File: config.mk
export PLATFORM = sky130hd
export DESIGN_NAME = mpld_front
export DESIGN_NICKNAME = d
export VERILOG_FILES = /design/src/rtl/mpld_pkg.sv /design/src/rtl/mpld_front.sv
export SDC_FILE = /design/constraint.sdc
export NUM_CORES = 1
export LEC_CHECK = 0
export BUFFER_PORTS_ARGS = -buffer_cell sky130_fd_sc_hd__clkbuf_2
export CAP_MARGIN = 20
export CORE_UTILIZATION = 35
export DETAILED_ROUTE_END_ITERATION = 8
export PLACE_DENSITY_LB_ADDON = 0.12
export SLEW_MARGIN = 5
export SYNTH_ARGS = -nofsm -noshare
export SYNTH_HDL_FRONTEND = slang
export SYNTH_SLANG_ARGS = --single-unit
File: constraint.sdc
create_clock -name clk_i -period 4 [get_ports clk_i]
set_input_delay 0.8 -clock clk_i [delete_from_list [all_inputs] [get_ports clk_i]]
set_output_delay 0.8 -clock clk_i [all_outputs]
set_load 0.005 [all_outputs]
File: src/rtl/mpld_pkg.sv
// Shared types, constants and address helpers for the page framebuffer line drawer.
package mpld_pkg;

  localparam int PANEL_WIDTH  = 128;
  localparam int PANEL_HEIGHT = 64;
  localparam int PAGE_COUNT   = (PANEL_HEIGHT + 7) / 8;
  localparam int STORE_BYTES  = PANEL_WIDTH * PAGE_COUNT;
  localparam int ADDR_W       = $clog2(STORE_BYTES);
  localparam int QUEUE_DEPTH  = 2;
  localparam int QPTR_W       = $clog2(QUEUE_DEPTH);

  localparam logic [7:0] FILL_ONES  = 8'hFF;
  localparam logic [7:0] FILL_ZEROS = 8'h00;

  typedef enum logic [2:0] {
    OP_CLEAR = 3'd0,
    OP_PIXEL = 3'd1,
    OP_LINE  = 3'd2,
    OP_RECT  = 3'd3,
    OP_READ  = 3'd4
  } op_e;

  typedef enum logic [1:0] {
    JOB_CLEAR = 2'd0,
    JOB_LINE  = 2'd1,
    JOB_READ  = 2'd2
  } job_e;

  typedef struct packed {
    job_e       kind;
    logic [7:0] x0;
    logic [7:0] y0;
    logic [7:0] x1;
    logic [7:0] y1;
    logic       ink;
    logic [2:0] page;
    logic [6:0] column;
  } job_t;

  function automatic logic [ADDR_W-1:0] byte_addr(input logic [7:0] page,
                                                  input logic [7:0] col);
    logic [15:0] a;
    a = 16'(page) * 16'(PANEL_WIDTH) + 16'(col);
    return a[ADDR_W-1:0];
  endfunction

  function automatic logic on_panel(input logic [7:0] x, input logic [7:0] y);
    return ({1'b0, x} < 9'(PANEL_WIDTH)) && ({1'b0, y} < 9'(PANEL_HEIGHT));
  endfunction

endpackage

File: src/rtl/mpld_front.sv
// Front end: takes requests, drops unknown codes, splits rectangles into four lines.
module mpld_front (
  input  logic            clk_i,
  input  logic            rst_ni,
  input  logic            start,
  output logic            busy,
  input  logic [2:0]      operation_i,
  input  logic [7:0]      x_start_i,
  input  logic [7:0]      y_start_i,
  input  logic [7:0]      x_far_i,
  input  logic [7:0]      y_far_i,
  input  logic            ink_i,
  input  logic [2:0]      read_page_i,
  input  logic [6:0]      read_column_i,
  input  logic            init_busy_i,
  input  logic            full_i,
  output logic            push_o,
  output mpld_pkg::job_t  job_o
);
  import mpld_pkg::*;

  logic       pend_q, pend_d;
  logic [1:0] part_q, part_d;
  op_e        op_q;
  logic [7:0] xs_q, ys_q, xf_q, yf_q;
  logic       ink_q;
  logic [2:0] page_q;
  logic [6:0] col_q;
  logic       accept, known, last;
  logic [7:0] xe, ye;

  assign busy   = pend_q | init_busy_i;
  assign accept = start & ~busy;
  assign known  = operation_i inside {OP_CLEAR, OP_PIXEL, OP_LINE, OP_RECT, OP_READ};
  assign push_o = pend_q & ~full_i;
  assign xe     = xs_q + xf_q;
  assign ye     = ys_q + yf_q;
  assign last   = (op_q != OP_RECT) || (part_q == 2'd3);

  always_comb begin
    job_o        = '0;
    job_o.ink    = ink_q;
    job_o.page   = page_q;
    job_o.column = col_q;
    case (op_q)
      OP_CLEAR: begin
        job_o.kind = JOB_CLEAR;
      end
      OP_PIXEL: begin
        job_o.kind = JOB_LINE;
        job_o.x0   = xs_q;
        job_o.y0   = ys_q;
        job_o.x1   = xs_q;
        job_o.y1   = ys_q;
      end
      OP_LINE: begin
        job_o.kind = JOB_LINE;
        job_o.x0   = xs_q;
        job_o.y0   = ys_q;
        job_o.x1   = xf_q;
        job_o.y1   = yf_q;
      end
      OP_RECT: begin
        job_o.kind = JOB_LINE;
        case (part_q)
          2'd0: begin
            job_o.x0 = xs_q; job_o.y0 = ys_q; job_o.x1 = xe;   job_o.y1 = ys_q;
          end
          2'd1: begin
            job_o.x0 = xs_q; job_o.y0 = ye;   job_o.x1 = xe;   job_o.y1 = ye;
          end
          2'd2: begin
            job_o.x0 = xs_q; job_o.y0 = ys_q; job_o.x1 = xs_q; job_o.y1 = ye;
          end
          default: begin
            job_o.x0 = xe;   job_o.y0 = ys_q; job_o.x1 = xe;   job_o.y1 = ye;
          end
        endcase
      end
      default: begin
        job_o.kind = JOB_READ;
      end
    endcase
  end

  always_comb begin
    pend_d = pend_q;
    part_d = part_q;
    if (accept && known) begin
      pend_d = 1'b1;
      part_d = 2'd0;
    end else if (push_o) begin
      if (last) begin
        pend_d = 1'b0;
      end else begin
        part_d = part_q + 2'd1;
      end
    end
  end

  always_ff @(posedge clk_i or negedge rst_ni) begin
    if (!rst_ni) begin
      pend_q <= 1'b0;
      part_q <= 2'd0;
    end else begin
      pend_q <= pend_d;
      part_q <= part_d;
    end
  end

  always_ff @(posedge clk_i) begin
    if (accept) begin
      op_q   <= op_e'(operation_i);
      xs_q   <= x_start_i;
      ys_q   <= y_start_i;
      xf_q   <= x_far_i;
      yf_q   <= y_far_i;
      ink_q  <= ink_i;
      page_q <= read_page_i;
      col_q  <= read_column_i;
    end
  end

endmodule

==> flow_summary.json <==
{
  "postSynthNetCount": 318,
  "outcome": "complete, no violations",
  "coreArea_um2": 7810,
  "row_count": 32,
  "io_buffer_count": 97,
  "synth_top_family_by_area": "compound AO/OA/AOI/OAI gates",
  "yosys.area_share.simple_pct": 10.5,
  "synth-compound-area-share_pct": 21.5,
  "cts_made_buffers": 5,
  "grt_pass1_vias": 2209,
  "fmax_mhz": 298,
  "synth_cell_types": 53,
  "cp_max_fo": 3,
  "clkTransAtPathRegs_ns": 0.10,
  "track_usage_pct": 16.4,
  "syn_area_per_cell_um2": 11.6,
  "nets": 416,
  "slew_headroom_pct": 51.0,
  "grt-ovfl-total": 0,
  "synthCells": 247,
  "die_w_um": 92.3,
  "postCtsHoldBufs": 0,
  "ctsResizeCount": 0,
  "hold_ws_ns": 0.274,
  "power_density_nw_per_um2": 343,
  "hold_path.class": "in2async",
  "synth_mux_area_share_pct": 0.351,
  "finalWirelength_um": 6980,
  "final.setup.tns_ns": 0,
  "cts_max_level": 2,
  "postCtsSetupBuffers": 0,
  "crit_path_start_kind": "flip-flop",
  "grt_pass1_wl_um": 10800,
  "die_y_um": 92.3,
  "dieArea_um2": 8520,
  "drive_gt1_share_pct": 35.3,
  "ys_warn_count": 0,
  "area_delta_synth_final_pct": 25.0,
  "grt_antenna_before_repair": 0,
  "synth-edff-count": 46,
  "crit_type": "reg2out",
  "setup_viol": 0,
  "min_period_ns": 3.36,
  "synth_xor_area_share_pct": 3.95,
  "async_flop_share_pct": 6.12,
  "finalHoldViolations": 0,
  "worstPathRequired_ns": 3.20,
  "grt_start_max_net_pins": 47,
  "clock-root-buffer": "clkbuf_8",
  "drc": 0,
  "drt-initial-drc-count": 111,
  "cap_violations": 0,
  "p_leak_nw": 1.53,
  "cts_tree": "yes",
  "ioPinCount": 98,
  "num_vias": 2276,
  "wire_per_inst_um": 15.6,
  "antenna_left": 0,
  "drv_slew": 0,
  "yosys_most_used_dff": "edfxtp_1",
  "ys_seq_area_share_pct": 51.0,
  "syn_area_um2": 2850,
  "max-clock-path-buffers": 2,
  "crit_path_end_kind": "primary output",
  "cts_sinks": 49,
  "arrival_ns": 2.56,
  "clk_latency_ns": 0.30,
  "rsz0062_at_grt": "false",
  "synthAdderAreaFrac_pct": 9.29,
  "globalplace.congestion": 0.852,
  "dpl.hpwl_um": 5090,
  "finClkSkew_ns": 0.00556,
  "initial_core_util_pct": 36.6,
  "fin_crit_sh_pct": 83.9,
  "antenna_cells": 0,
  "vias_per_cell": 5.08,
  "ys_seq_elements": 49,
  "ir_worst_vdd_mv": 0.177,
  "firstDrtPassIters": 4,
  "tightestPinTransition_ns": 0.731
}
[sequential cells by signal, indices dropped and copies added, names as in the netlist]
signal	count
col_q	7
ys_q	8
part_q	2
yf_q	8
pend_q	1
xf_q	8
op_q	3
xs_q	8
ink_q	1
page_q	3
[cells in the mapped netlist, types with 2 or more instances]
| cell type | number | share of area, % |
|---|---|---|
| edfxtp_1 | 46 | 48 |
| ha_1 | 18 | 7.9 |
| nand2_1 | 17 | 2.2 |
| o21ai_1 | 17 | 3.0 |
| a21oi_1 | 13 | 2.3 |
| nor2_1 | 12 | 1.6 |
| inv_1 | 11 | 1.4 |
| a22oi_1 | 9 | 2.4 |
| a22o_1 | 8 | 2.5 |
| o21ai_0 | 6 | 1.1 |
| xnor2_1 | 6 | 1.8 |
| nand2b_1 | 5 | 1.1 |
| nor2b_1 | 5 | 1.1 |
| xor2_1 | 5 | 1.5 |
| a21o_1 | 4 | 1.1 |
| a32oi_1 | 4 | 1.2 |
| nand3_1 | 4 | 0.70 |
| and2_1 | 3 | 0.66 |
| buf_2 | 3 | 0.53 |
| clkbuf_1 | 3 | 0.39 |
| dfrtp_1 | 3 | 2.6 |
| inv_2 | 3 | 0.39 |
| o211ai_1 | 3 | 0.79 |
| o22ai_1 | 3 | 0.66 |
| a22oi_2 | 2 | 0.88 |
| and3b_1 | 2 | 0.61 |
| fa_1 | 2 | 1.4 |
| nor3_1 | 2 | 0.35 |
| o21a_1 | 2 | 0.53 |
| o21ai_2 | 2 | 0.61 |
| o31a_1 | 2 | 0.61 |
[layer usage]
layer	track usage, %	vias to the layer above	wire length (um)
met5	0	-	0
met2	25.9	73	3180
met4	3.52	0	62
met3	2.96	5	361
li1	-	1131	-
met1	23.4	1067	3370
[critical path: stages (launching register included)]
cell	delay (ns)
edfxtp_1	0.43
ha_1	0.28
fa_1	0.41
a21o_1	0.18
a21oi_1	0.23
o21bai_1	0.09
a21oi_1	0.18
xor2_1	0.21
o22ai_1	0.11
clkbuf_2	0.14
[placed cells by master, fill, tap and decap left out, drive strengths merged, types with 2 or more instances in the layout]
cell type	synthesis	final
nand2b	5	5
ha	18	18
or3	2	2
a21o	4	4
xor2	6	6
o31a	2	2
a21oi	13	13
inv	14	14
and2	4	4
nand2	17	17
nor3	2	2
and3b	2	2
nor2	13	13
a22o	8	8
buf	5	2
o21ai	25	25
a211oi	2	2
fa	2	2
xnor2	6	6
dfrtp	3	3
nor2b	5	5
a32oi	4	4
a22oi	11	11
nand3	4	4
o211ai	3	3
o22ai	3	3
clkbuf	3	102
o21a	2	2
edfxtp	46	46
[power by group]
| group | switching [mW] | internal (mW) | leakage [nW] | total, mW |
|---|---|---|---|---|
| Combinational | 0.134 | 0.116 | 1.01 | 0.250 |
| Sequential | 0.0227 | 0.593 | 0.468 | 0.616 |
| Clock | 0.175 | 0.184 | 0.0518 | 0.359 |
[final cells by class]
cell class | count | area [um^2]
clock buffer | 5 | 68.8
clock inverter | 3 | 41.3
fill | 756 | 4240
inverter | 14 | 52.6
multi-input combinational | 176 | 1300
sequential | 49 | 1460
tap | 102 | 128
timing repair buffer | 99 | 520
[kinds of logic after synthesis]
family | Yosys count
and+or+nand+nor | 58
muxes | 1
AOI/OAI and AO/OA | 85
buffers and inverters | 22
xor gates and xnor gates | 12
adders and majority gates | 20
DFF | 49
[final timing paths]
check / from / end / slack, ns / cells past startpoint
worst max register to register: op_q[2] / part_q[0] / 2.27 / 5
worst min-delay path: rst_ni / pend_q / 0.27 / 1
worst max-delay path: xs_q[0] / job_o[25] / 0.64 / 9
max in group asynchronous: rst_ni / part_q[1] / 3.62 / 1
worst min register to register: pend_q / pend_q / 0.56 / 2
min in group clk_i: pend_q / pend_q / 0.56 / 2
[stage by stage]
| step | setup slack, ns | total power [mW] | cell area (um^2) | std cells | utilization (%) |
|---|---|---|---|---|---|
| floorplan | 1.28 | 0.778 | 2850 | 247 | - |
| global placement | 1.05 | 0.871 | 3430 | 439 | 43.9 |
| detailed placement | 1.01 | 0.874 | 3430 | 439 | 43.9 |
| CTS | 0.662 | 1.23 | 3540 | 447 | 45.4 |
| global route | 0.509 | 1.28 | 3570 | 448 | 45.7 |
| finish | 0.645 | 1.22 | 3570 | 448 | 45.7 |
(Power assumes the default switching activity.)
