<file path="src/rtl/mpld_pkg.sv">
// Shared types, constants and address helpers for the page framebuffer line drawer.
package mpld_pkg;

  localparam int PANEL_WIDTH  = 128;
  localparam int PANEL_HEIGHT = 64;
  localparam int PAGE_COUNT   = (PANEL_HEIGHT + 7) / 8;
  localparam int STORE_BYTES  = PANEL_WIDTH * PAGE_COUNT;
  localparam int ADDR_W       = $clog2(STORE_BYTES);
  localparam int QUEUE_DEPTH  = 2;
  localparam int QPTR_W       = $clog2(QUEUE_DEPTH);

  localparam logic [7:0] FILL_ONES  = 8'hFF;
  localparam logic [7:0] FILL_ZEROS = 8'h00;

  typedef enum logic [2:0] {
    OP_CLEAR = 3'd0,
    OP_PIXEL = 3'd1,
    OP_LINE  = 3'd2,
    OP_RECT  = 3'd3,
    OP_READ  = 3'd4
  } op_e;

  typedef enum logic [1:0] {
    JOB_CLEAR = 2'd0,
    JOB_LINE  = 2'd1,
    JOB_READ  = 2'd2
  } job_e;

  typedef struct packed {
    job_e       kind;
    logic [7:0] x0;
    logic [7:0] y0;
    logic [7:0] x1;
    logic [7:0] y1;
    logic       ink;
    logic [2:0] page;
    logic [6:0] column;
  } job_t;

  function automatic logic [ADDR_W-1:0] byte_addr(input logic [7:0] page,
                                                  input logic [7:0] col);
    logic [15:0] a;
    a = 16'(page) * 16'(PANEL_WIDTH) + 16'(col);
    return a[ADDR_W-1:0];
  endfunction

  function automatic logic on_panel(input logic [7:0] x, input logic [7:0] y);
    return ({1'b0, x} < 9'(PANEL_WIDTH)) && ({1'b0, y} < 9'(PANEL_HEIGHT));
  endfunction

endpackage

</file>
<file path="src/rtl/mpld_queue.sv">
// Short job queue between the front end and the drawing engine.
module mpld_queue (
  input  logic           clk_i,
  input  logic           rst_ni,
  input  logic           push_i,
  input  mpld_pkg::job_t job_i,
  output logic           full_o,
  input  logic           pop_i,
  output mpld_pkg::job_t job_o,
  output logic           empty_o
);
  import mpld_pkg::*;

  job_t              mem_q [QUEUE_DEPTH];
  logic [QPTR_W-1:0] wr_ptr_q, rd_ptr_q;
  logic [QPTR_W:0]   cnt_q;

  assign full_o  = (cnt_q == (QPTR_W + 1)'(QUEUE_DEPTH));
  assign empty_o = (cnt_q == '0);
  assign job_o   = mem_q[rd_ptr_q];

  function automatic logic [QPTR_W-1:0] wrap_inc(input logic [QPTR_W-1:0] p);
    return (p == QPTR_W'(QUEUE_DEPTH - 1)) ? '0 : p + QPTR_W'(1);
  endfunction

  always_ff @(posedge clk_i or negedge rst_ni) begin
    if (!rst_ni) begin
      wr_ptr_q <= '0;
      rd_ptr_q <= '0;
      cnt_q    <= '0;
    end else begin
      if (push_i) begin
        wr_ptr_q <= wrap_inc(wr_ptr_q);
      end
      if (pop_i) begin
        rd_ptr_q <= wrap_inc(rd_ptr_q);
      end
      if (push_i && !pop_i) begin
        cnt_q <= cnt_q + (QPTR_W + 1)'(1);
      end else if (pop_i && !push_i) begin
        cnt_q <= cnt_q - (QPTR_W + 1)'(1);
      end
    end
  end

  always_ff @(posedge clk_i) begin
    if (push_i) begin
      mem_q[wr_ptr_q] <= job_i;
    end
  end

endmodule

</file>
<file path="config.mk">
export PLATFORM = sky130hd
export DESIGN_NAME = mpld_queue
export DESIGN_NICKNAME = d
export VERILOG_FILES = /design/src/rtl/mpld_pkg.sv /design/src/rtl/mpld_queue.sv
export SDC_FILE = /design/constraint.sdc
export NUM_CORES = 1
export LEC_CHECK = 0
export CORE_MARGIN = 2
export CORE_UTILIZATION = 54
export CTS_BUF_LIST = sky130_fd_sc_hd__clkbuf_4
export DETAILED_ROUTE_END_ITERATION = 12
export DONT_BUFFER_PORTS = 1
export PLACE_DENSITY = 0.76
export SKIP_LAST_GASP = 1
export SLEW_MARGIN = 15
export SYNTH_ARGS = -nofsm -noshare
export SYNTH_HDL_FRONTEND = slang
export SYNTH_SLANG_ARGS = --single-unit
</file>
<file path="constraint.sdc">
create_clock -name clk_i -period 3.24 [get_ports clk_i]
set_clock_uncertainty 0.2 [all_clocks]
set_input_delay 0.324 -clock clk_i [delete_from_list [all_inputs] [get_ports clk_i]]
set_output_delay 0.324 -clock clk_i [all_outputs]
set_load 0.02 [all_outputs]
</file>
==> key figures, run 1 <==
Status
  – Status: finished clean

Setup path
  – Worst EP required: 2.72 ns
  – Crit path DAT: 1.95 ns
  – CP Launch Type: flop
  – WS Path Type: reg2out
  – CP Max Fanout: 25
  – Flop2flop setup slack: 1.36 ns
  – Critical Path Sink Type: primary output

Routing
  – DRT antenna net count: 0
  – WL per Instance: 20.4 µm
  – Starting DRT DRC Count: 80
  – Via count: ~1.6k
  – Drt first pass iters: 4
  – Post-route DRC: 0
  – Drt total wl: 6040 µm
  – Via density: 5.39

CTS
  – Reg clk slew, reported paths: 0.14 ns
  – H-tree depth: 3
  – CTS Root Cell: clkbuf_4
  – Postcts setup bufs: 0
  – CTS sink cnt: 94
  – Clock buffer depth: 2
  – CTS resizes: 0
  – Worst-skew pair later-pin latency: about 0.41 ns
  – CTS tree: done
  – TritonCTS Buffers: 9

Logic synthesis
  – Mapped Area: 3630 µm²
  – Mean Syn Cell Area: 23.3 µm²
  – Register bit total from synthesis: 94
  – Synth cell types: 13
  – Yosys warns: 0
  – Syn Inst Count: approximately 160
  – Synthesized net count: 206
  – Seq/Total Area, Yosys: between 70% and 80%

Pwr
  – Power Total: 3.45 mW
  – Sw Share: 33.9%
  – Combinational power share: 33.3%
  – Clock power frac: 15.2%
  – Leak: 1.57 nW
  – Internal: approximately 2.3 mW
  – PwrDens: between 800 and 900 nW/µm²
  – Switching power: 1.17 mW
  – Flop pwr share: 51.4%
  – Max IR drop VDD: 508 µV

Floorplanning
  – I/O Pins: 96
  – Die ar.: about 7400 µm²
  – Core area: about 6400 µm²
  – Num rows: 29
  – Die H: 86.0 µm
  – Die width: 86.0 µm
  – Initial Utilization: 56.6%

Cells and area
  – Layout cells sized above 1: 30.1%
  – Area occupied by multi-input gates: 744 µm²
  – Reg area: 2800 µm²
  – Layout area overhead: 18.0%
  – Final nets: 264
  – Fill cells: approximately 400
  – Antenna diodes: 0

Global routing
  – Largest net degree at the start of global routing: 46
  – Initial antenna violation count: 0
  – Aggregate global-route resource usage: 17.3%
  – Grt total ovfl: 0
  – First-pass GRT wire length: 9320 µm
  – Vias in the first global route: 1850

Placed design
  – Detailed Place HPWL: 3890 µm
  – Final GP Congestion: 0.719
  – I/O Buffers: 0

STA
  – Fmax: 403 MHz
  – Period utilization: 76.5%
  – Hold Vio Cnt, Final: 0
  – Fin crit period: 2.48 ns
  – Pins Over Slew Limit: 0
  – Setup TNS: 0 ns
  – Max-Slew Margin vs Limit: 30.6%
  – RSZ-0062 raised after global routing: false
  – Setup-failing EPs final: 0
  – Tightest Pin Transition: approximately 1.0 ns

Min path
  – Worst hold path type: in2reg

Flow run
  – Max-cap violations: 0
## placed cells by master (no fill, tap or decap), types with 2 or more instances in the layout
cell type / n
xor2_1: 4
mux2_2: 6
mux2_4: 39
dlygate4sd3_1: 49
clkbuf_4: 10
dfrtp_1: 3
clkinv_4: 2
clkinv_2: 2
nor2_1: 2
buf_4: 2
edfxtp_1: 90
## sequential cells by signal, indices dropped and copies added (netlist names)
register and count:
rd_ptr_q 1, cnt_q 2, wr_ptr_q 1, mem_q 90
## layer usage
metal | part of all wire (%) | global-route usage [%] | up-vias
li1 | - | - | 729
met1 | 36 | 17.3 | 796
met2 | 57 | 32.8 | 65
met3 | 7.0 | 5.39 | 4
met4 | 0.70 | 7.36 | 0
met5 | 0 | 0 | -
## cells by family after synthesis
| family | count (synthesis) | synth area share, % |
|---|---|---|
| buf+inv | 6 | 2.62 |
| simple gates | 5 | 0.723 |
| fa+ha+maj | 1 | 0.344 |
| xor+xnor | 5 | 1.21 |
| mux | 45 | 18.0 |
| flops | 94 | 77.1 |
## worst paths after layout
path,start,end,cells past startpoint
min in group asynchronous,rst_ni,wr_ptr_q$_DFFE_PN0P_,2
max in group asynchronous,rst_ni,rd_ptr_q$_DFFE_PN0P_,2
min reg2reg,cnt_q[1]$_DFFE_PN0P_,cnt_q[1]$_DFFE_PN0P_,1
max reg2reg,wr_ptr_q$_DFFE_PN0P_,mem_q[1][6]$_DFFE_PP_,1
max,rd_ptr_q$_DFFE_PN0P_,job_o[16],2
min,push_i,mem_q[0][0]$_DFFE_PP_,1
## power groups by stage
stage	sequential, mW	combinational, mW	clock [mW]
CTS	1.78	1.17	0.550
global route	1.81	1.21	0.600
floorplan	1.70	1.14	0
global placement	1.78	1.08	0
detailed placement	1.81	1.11	0
finish	1.78	1.15	0.526
## critical path: stages (launching register included)
cell and delay (ns):
dfrtp_2 0.88, buf_12 0.29, mux2_4 0.36
## synth_stat cells
cell      count  area, µm²
edfxtp_1     90       2700
mux2_4       39        586
mux2_2        6       67.6
buf_12        4       80.1
dfrtp_1       4        100
xor2_1        4       35.0
nor2_1        2       7.51
nor2b_1       2       12.5
and2_1        1       6.26
buf_6         1       11.3
ha_1          1       12.5
inv_1         1       3.75
xnor2_1       1       8.76
## what timing repair did
item / CTS / global route
hold buffers: 49 / 0
setup endpoints to repair: 0 / 0
hold endpoints to repair: 97 / 0
## area by class of cell
class                   count  area share, %
clock buffers              10           1.75
clock inverters             6          0.905
inverters                   1         0.0875
multi-input cells          56           17.4
flip-flops and latches     94           65.4
well taps                  77           2.25
repair buffers             52           12.3
## through the flow
stage               instances  util [%]  setup WS (ns)  instance area, µm²  hold slack (ns)
detailed placement        231      57.4           1.19                3680           -0.171
global route              296      66.8          0.650                4290            0.104
CTS                       296      66.8          0.709                4290            0.106
finish                    296      66.8          0.761                4290            0.125
floorplan                 156         -          0.174                3630           -0.172
global placement          231      57.4           1.24                3680           -0.171
Power figures use the tool's default switching activity.
==> inputs of run 2 (changes only) <==
==> constraint.sdc (replaced) <==
create_clock -name clk_i -period 2.02 [get_ports clk_i]
set_clock_uncertainty 0.2 [all_clocks]
set_input_delay 0.202 -clock clk_i [delete_from_list [all_inputs] [get_ports clk_i]]
set_output_delay 0.202 -clock clk_i [all_outputs]
set_load 0.02 [all_outputs]
==> run 2 against run 1 <==
Effect of this change: setup slack got worse by 0.63 ns; count of clock-buffer cells in the layout decreased by 1; final area increased by 1.6%.
==> key figures, run 2 (synthesized netlist as in run 1, its figures left out) <==
Pwr
  – Leak: 1.61 nW
  – PwrDens: ~1300 nW/µm²
  – Flop pwr share: around 47%
  – Internal: 3.92 mW
  – Clock power frac: between 15 and 20%
  – Max IR drop VDD: between 800 and 900 µV
  – Switching power: 1.90 mW
  – Sw Share: between 30 and 40%
  – Power Total: just under 6 mW
  – Combinational power share: a little over a third

STA
  – Hold Slack: 0.0616 ns
  – Final worst slack: ~0.13 ns
  – Tightest Pin Transition: 0.428 ns
  – Setup TNS: 0 ns
  – Max-Slew Margin vs Limit: 71.4%
  – Setup-failing EPs final: 0
  – Period utilization: between 90% and 100%
  – RSZ-0062 raised after global routing: false
  – Pins Over Slew Limit: 0
  – Fmax: 530 MHz
  – Fin crit period: between 1.5 and 2 ns
  – Hold Vio Cnt, Final: 0

Routing
  – Drt total wl: 5960 µm
  – Post-route DRC: 0
  – Starting DRT DRC Count: 95
  – Via density: 5.27
  – Drt first pass iters: 4
  – DRT antenna net count: 0
  – Via count: 1576
  – WL per Instance: 19.9 µm

Setup path
  – Worst setup startpoint: rd_ptr_q$_DFFE_PN0P_
  – WS Path Type: reg2out
  – Cell count along the critical path: 2
  – Worst-path cell chain: buf_12 > mux2_2
  – CP top delay family: multiplexers
  – Crit path to: job_o[29]
  – CP Launch Type: flop
  – Reg2reg start: wr_ptr_q$_DFFE_PN0P_
  – Worst EP required: 1.62 ns
  – Worst R2R Path Depth: 2
  – CP max stage cell: mux2_2
  – Crit path buf inv count: 1
  – Critical Path Sink Type: primary output
  – Crit path DAT: 1.49 ns
  – Flop2flop setup slack: 0.50 ns
  – CP Max Fanout: 27
  – Crit-path max cell delay: 0.43 ns
  – End of the worst register-to-register path: mem_q[1][13]$_DFFE_PP_

Placed design
  – I/O Buffers: 0
  – Final GP Congestion: roughly 0.67
  – Post-Place Worst Slack: 0.513 ns
  – Placed Instance Area: 3710 µm²
  – Detailed Place HPWL: around 3600 µm

Floorplanning
  – Core area: 6420 µm²
  – Die H: 86.0 µm
  – I/O Pins: 96
  – Initial Utilization: around 57%
  – Num rows: 29
  – Die width: 86.0 µm
  – Die ar.: between 7000 and 8000 µm²

Global routing
  – Initial antenna violation count: 0
  – Largest net degree at the start of global routing: 31
  – First-pass GRT wire length: 8790 µm
  – Met1 GRT Util: 16.6%
  – Grt met3 use: 5.97%
  – Grt met2 use: about 30%
  – Most Crowded Layer GR: met2
  – Grt total ovfl: 0
  – Vias in the first global route: 1728
  – Aggregate global-route resource usage: between 10% and 20%

Cells and area
  – Most flops, register: mem_q
  – Antenna diodes: 0
  – Most frequent cells in the layout: edfxtp_1 (90), dlygate4sd3_1 (49), mux2_4 (39), clkbuf_4 (9), mux2_2 (6)
  – Most common cell after layout, fill and taps aside: edfxtp_1
  – Final nets: about 270
  – Largest regs: mem_q x90, cnt_q x2
  – Fill cells: 399
  – Area occupied by multi-input gates: 744 µm²
  – Max reg flops: 90
  – Layout area overhead: 19.9%
  – Reg area: about 2800 µm²
  – Layout cells sized above 1: 30.6%
  – Finished Cell Area: 4360 µm²

Flow run
  – Max-cap violations: 0

Status
  – Status: finished clean

CTS
  – H-tree depth: 3
  – Postcts setup bufs: 0
  – CTS Root Cell: clkbuf_4
  – CTS sink cnt: 94
  – Reg clk slew, reported paths: 0.13 ns
  – Clock buffer depth: 2
  – TritonCTS Buffers: 9
  – Worst-skew pair later-pin latency: ~0.42 ns
  – CTS tree: done

Min path
  – Beginning of the worst hold path: push_i
  – Worst hold path type: in2reg
run 2: cell count changes in the layout (fill, tap and decap cells not counted), sizes merged:
cell	delta
clkinv	-1
buf	+3
bufinv	+2
clkbuf	-1
run 2: final cells by class:
class                      count  area share, %
inverter                       1         0.0862
clock buffer                   9           1.55
multi-input combinational     56           17.1
clock inverter                 7           2.04
sequential                    94           64.4
tap                           77           2.21
timing repair buffer          55           12.7
run 2: through the flow:
step	utilization, %	cells
after detailed placement	57.7	234
after floorplan	-	156
after global routing	67.8	299
after CTS	67.8	299
after global placement	57.7	234
final	67.8	299
run 2: how the worst min path moves through the flow:
stage                                  end  slack [ns]  cells after the start
finish              mem_q[0][25]$_DFFE_PP_        0.06                      2
CTS                 mem_q[0][25]$_DFFE_PP_        0.04                      2
global route        mem_q[0][34]$_DFFE_PP_        0.03                      2
floorplan             cnt_q[0]$_DFFE_PN0P_       -0.29                      0
detailed placement    cnt_q[0]$_DFFE_PN0P_       -0.29                      0
global placement      cnt_q[1]$_DFFE_PN0P_       -0.29                      0
run 2: routing by layer:
metal	vias up	routed length [µm]
met5	-	0
met4	0	89
met3	10	452
met2	64	3170
met1	768	2250
li1	734	-
run 2: timing repair:
item | CTS | global route
resized for setup | 0 | 1
setup endpoints to repair | 0 | 18
hold buffers | 49 | 0
endpoints found under the hold margin | 98 | 0
run 2: power by group through the flow:
stage / sequential [mW] / combinational (mW) / clock, mW
final: 2.73 / 2.02 / 1.08
after global routing: 2.76 / 2.12 / 1.18
after CTS: 2.72 / 2.03 / 1.10
after detailed placement: 2.77 / 1.93 / 0
after global placement: 2.75 / 1.88 / 0
after floorplan: 2.72 / 1.83 / 0
==> inputs of run 3 (changes only) <==
--- a/config.mk
+++ b/config.mk
@@ -6,11 +6,11 @@
 export NUM_CORES = 1
 export LEC_CHECK = 0
 export CORE_MARGIN = 2
-export CORE_UTILIZATION = 54
+export CORE_UTILIZATION = 59
 export CTS_BUF_LIST = sky130_fd_sc_hd__clkbuf_4
 export DETAILED_ROUTE_END_ITERATION = 12
 export DONT_BUFFER_PORTS = 1
-export PLACE_DENSITY = 0.76
+export PLACE_DENSITY = 0.82
 export SKIP_LAST_GASP = 1
 export SLEW_MARGIN = 15
 export SYNTH_ARGS = -nofsm -noshare
==> run 3 against run 2 <==
Effect of this change: first-iteration DRC count down 13%; count of clock-buffer cells in the layout grew 1; power increased by 2.4%; die area decreased by 8.1%; global-route usage increased by 2.1 points; flip-flop and latch count unchanged; wire length down 1.3%.
==> key figures, run 3 (synthesized netlist as in run 1, its figures left out) <==
Status
  – Status: finished clean

Pwr
  – Clock power frac: between 10% and 20%
  – Switching power: 1.86 mW
  – Sw Share: a little under a third
  – Flop pwr share: about 46%
  – Leak: 1.64 nW
  – Internal: 4.11 mW
  – PwrDens: 1360 nW/µm²
  – Max IR drop VDD: ~1300 µV
  – Combinational power share: approximately a third

Cells and area
  – Layout area overhead: 21.2%
  – Antenna diodes: 0
  – Max reg flops: 90
  – Layout cells sized above 1: 31.7%
  – Final nets: 270
  – Most frequent cells in the layout: edfxtp_1 (90), dlygate4sd3_1 (49), mux2_4 (39), clkbuf_4 (10), buf_4 (7)
  – Most flops, register: mem_q
  – Largest regs: mem_q x90, cnt_q x2
  – Most common cell after layout, fill and taps aside: edfxtp_1

Routing
  – Via density: 5.28
  – Post-route DRC: 0
  – Starting DRT DRC Count: 83
  – Drt first pass iters: 3
  – DRT antenna net count: 0
  – WL per Instance: slightly below 20 µm
  – Drt total wl: 5880 µm
  – Via count: 1579

Global routing
  – Grt total ovfl: 0
  – Vias in the first global route: about 1.8k
  – Largest net degree at the start of global routing: 27
  – Aggregate global-route resource usage: 18.6%
  – Initial antenna violation count: 0
  – First-pass GRT wire length: 8690 µm

STA
  – Period utilization: 95.3%
  – Hold Slack: 0.0985 ns
  – Setup TNS: 0 ns
  – Max-Slew Margin vs Limit: 73.1%
  – Pins Over Slew Limit: 0
  – Hold Vio Cnt, Final: 0
  – RSZ-0062 raised after global routing: false
  – Tightest Pin Transition: 0.402 ns
  – Fin crit period: 1.92 ns
  – Setup-failing EPs final: 0
  – Fmax: 520 MHz

Floorplanning
  – Core area: 5920 µm²
  – Initial Utilization: around three fifths
  – Die H: 82.5 µm
  – Die ar.: 6800 µm²
  – I/O Pins: 96
  – Die width: around 82 µm
  – Num rows: 28

Min path
  – Worst hold path type: in2reg
  – Beginning of the worst hold path: push_i

CTS
  – CTS Root Cell: clkbuf_4
  – Reg clk slew, reported paths: between 0.1 and 0.15 ns
  – CTS sink cnt: 94
  – H-tree depth: 3
  – Clock buffer depth: 2
  – CTS tree: done
  – TritonCTS Buffers: 9
  – Worst-skew pair later-pin latency: 0.40 ns

Setup path
  – CP Max Fanout: 12
  – Worst EP required: 1.62 ns
  – Worst setup startpoint: rd_ptr_q$_DFFE_PN0P_
  – Reg2reg start: wr_ptr_q$_DFFE_PN0P_
  – WS Path Type: reg2out
  – CP Launch Type: flop
  – Critical Path Sink Type: primary output
  – Crit path DAT: 1.52 ns

Placed design
  – Final GP Congestion: approximately 0.64
  – I/O Buffers: 0
  – Detailed Place HPWL: 3560 µm

Flow run
  – Max-cap violations: 0
==> run 3: per-stage QoR <==
stage / std cells / setup WS [ns] / total power [mW] / utilization, % / instance area [µm²]
6_report: 299 / 0.0954 / 5.97 / 74.4 / 4400
5_1_grt: 299 / 0.0356 / 6.22 / 74.4 / 4400
4_1_cts: 299 / 0.0866 / 6.00 / 74.4 / 4400
3_5_place_dp: 233 / 0.442 / 4.73 / 62.9 / 3720
3_3_place_gp: 233 / 0.465 / 4.67 / 62.9 / 3720
2_1_floorplan: 156 / 0.305 / 4.56 / - / 3640
==> run 3: layout make-up <==
| type | count | area [µm²] |
|---|---|---|
| flip-flops and latches | 94 | 2800 |
| multi-input cells | 56 | 744 |
| fillers | 338 | 1520 |
| clock inverters | 5 | 98.8 |
| inverters | 1 | 3.75 |
| repair buffers | 58 | 583 |
| clock buffers | 10 | 75.1 |
| well taps | 75 | 93.8 |
==> run 3: path summary, 6_finish.rpt <==
path,cells past startpoint,to,slack [ns]
worst max-delay path,2,job_o[6],0.1
worst min-delay path,2,mem_q[0][19]$_DFFE_PP_,0.1
worst max register to register,2,mem_q[1][32]$_DFFE_PP_,0.55
worst min register to register,1,cnt_q[1]$_DFFE_PN0P_,0.32
max in group asynchronous,2,rd_ptr_q$_DFFE_PN0P_,1.07
min in group asynchronous,2,rd_ptr_q$_DFFE_PN0P_,0.38
==> run 3: power groups by stage <==
stage	logic (mW)	registers, mW	clock network, mW
2_1_floorplan	1.83	2.72	0
3_3_place_gp	1.90	2.77	0
6_report	2.05	2.74	1.18
5_1_grt	2.16	2.77	1.29
4_1_cts	2.07	2.74	1.19
3_5_place_dp	1.93	2.80	0
==> run 3: routing by layer <==
metal / vias up / GRT usage [%] / part of all wire (%)
met1: 774 / 18.9 / 35
met4: 0 / 9.67 / 1.9
met2: 54 / 34.4 / 57
li1: 740 / - / -
met5: - / 0 / 0
met3: 11 / 4.89 / 6.1
==> run 3: timing repair <==
action	in CTS	in global routing
resized for setup	0	0
setup buffers	2	0
hold endpoints to repair	98	0
hold buffers	49	0
setup endpoints to repair	12	0
==> run 3: worst max-delay path, stage by stage (launching register included) <==
cell and delay (ns):
dfrtp_2 0.47, buf_4 0.27, mux2_4 0.37
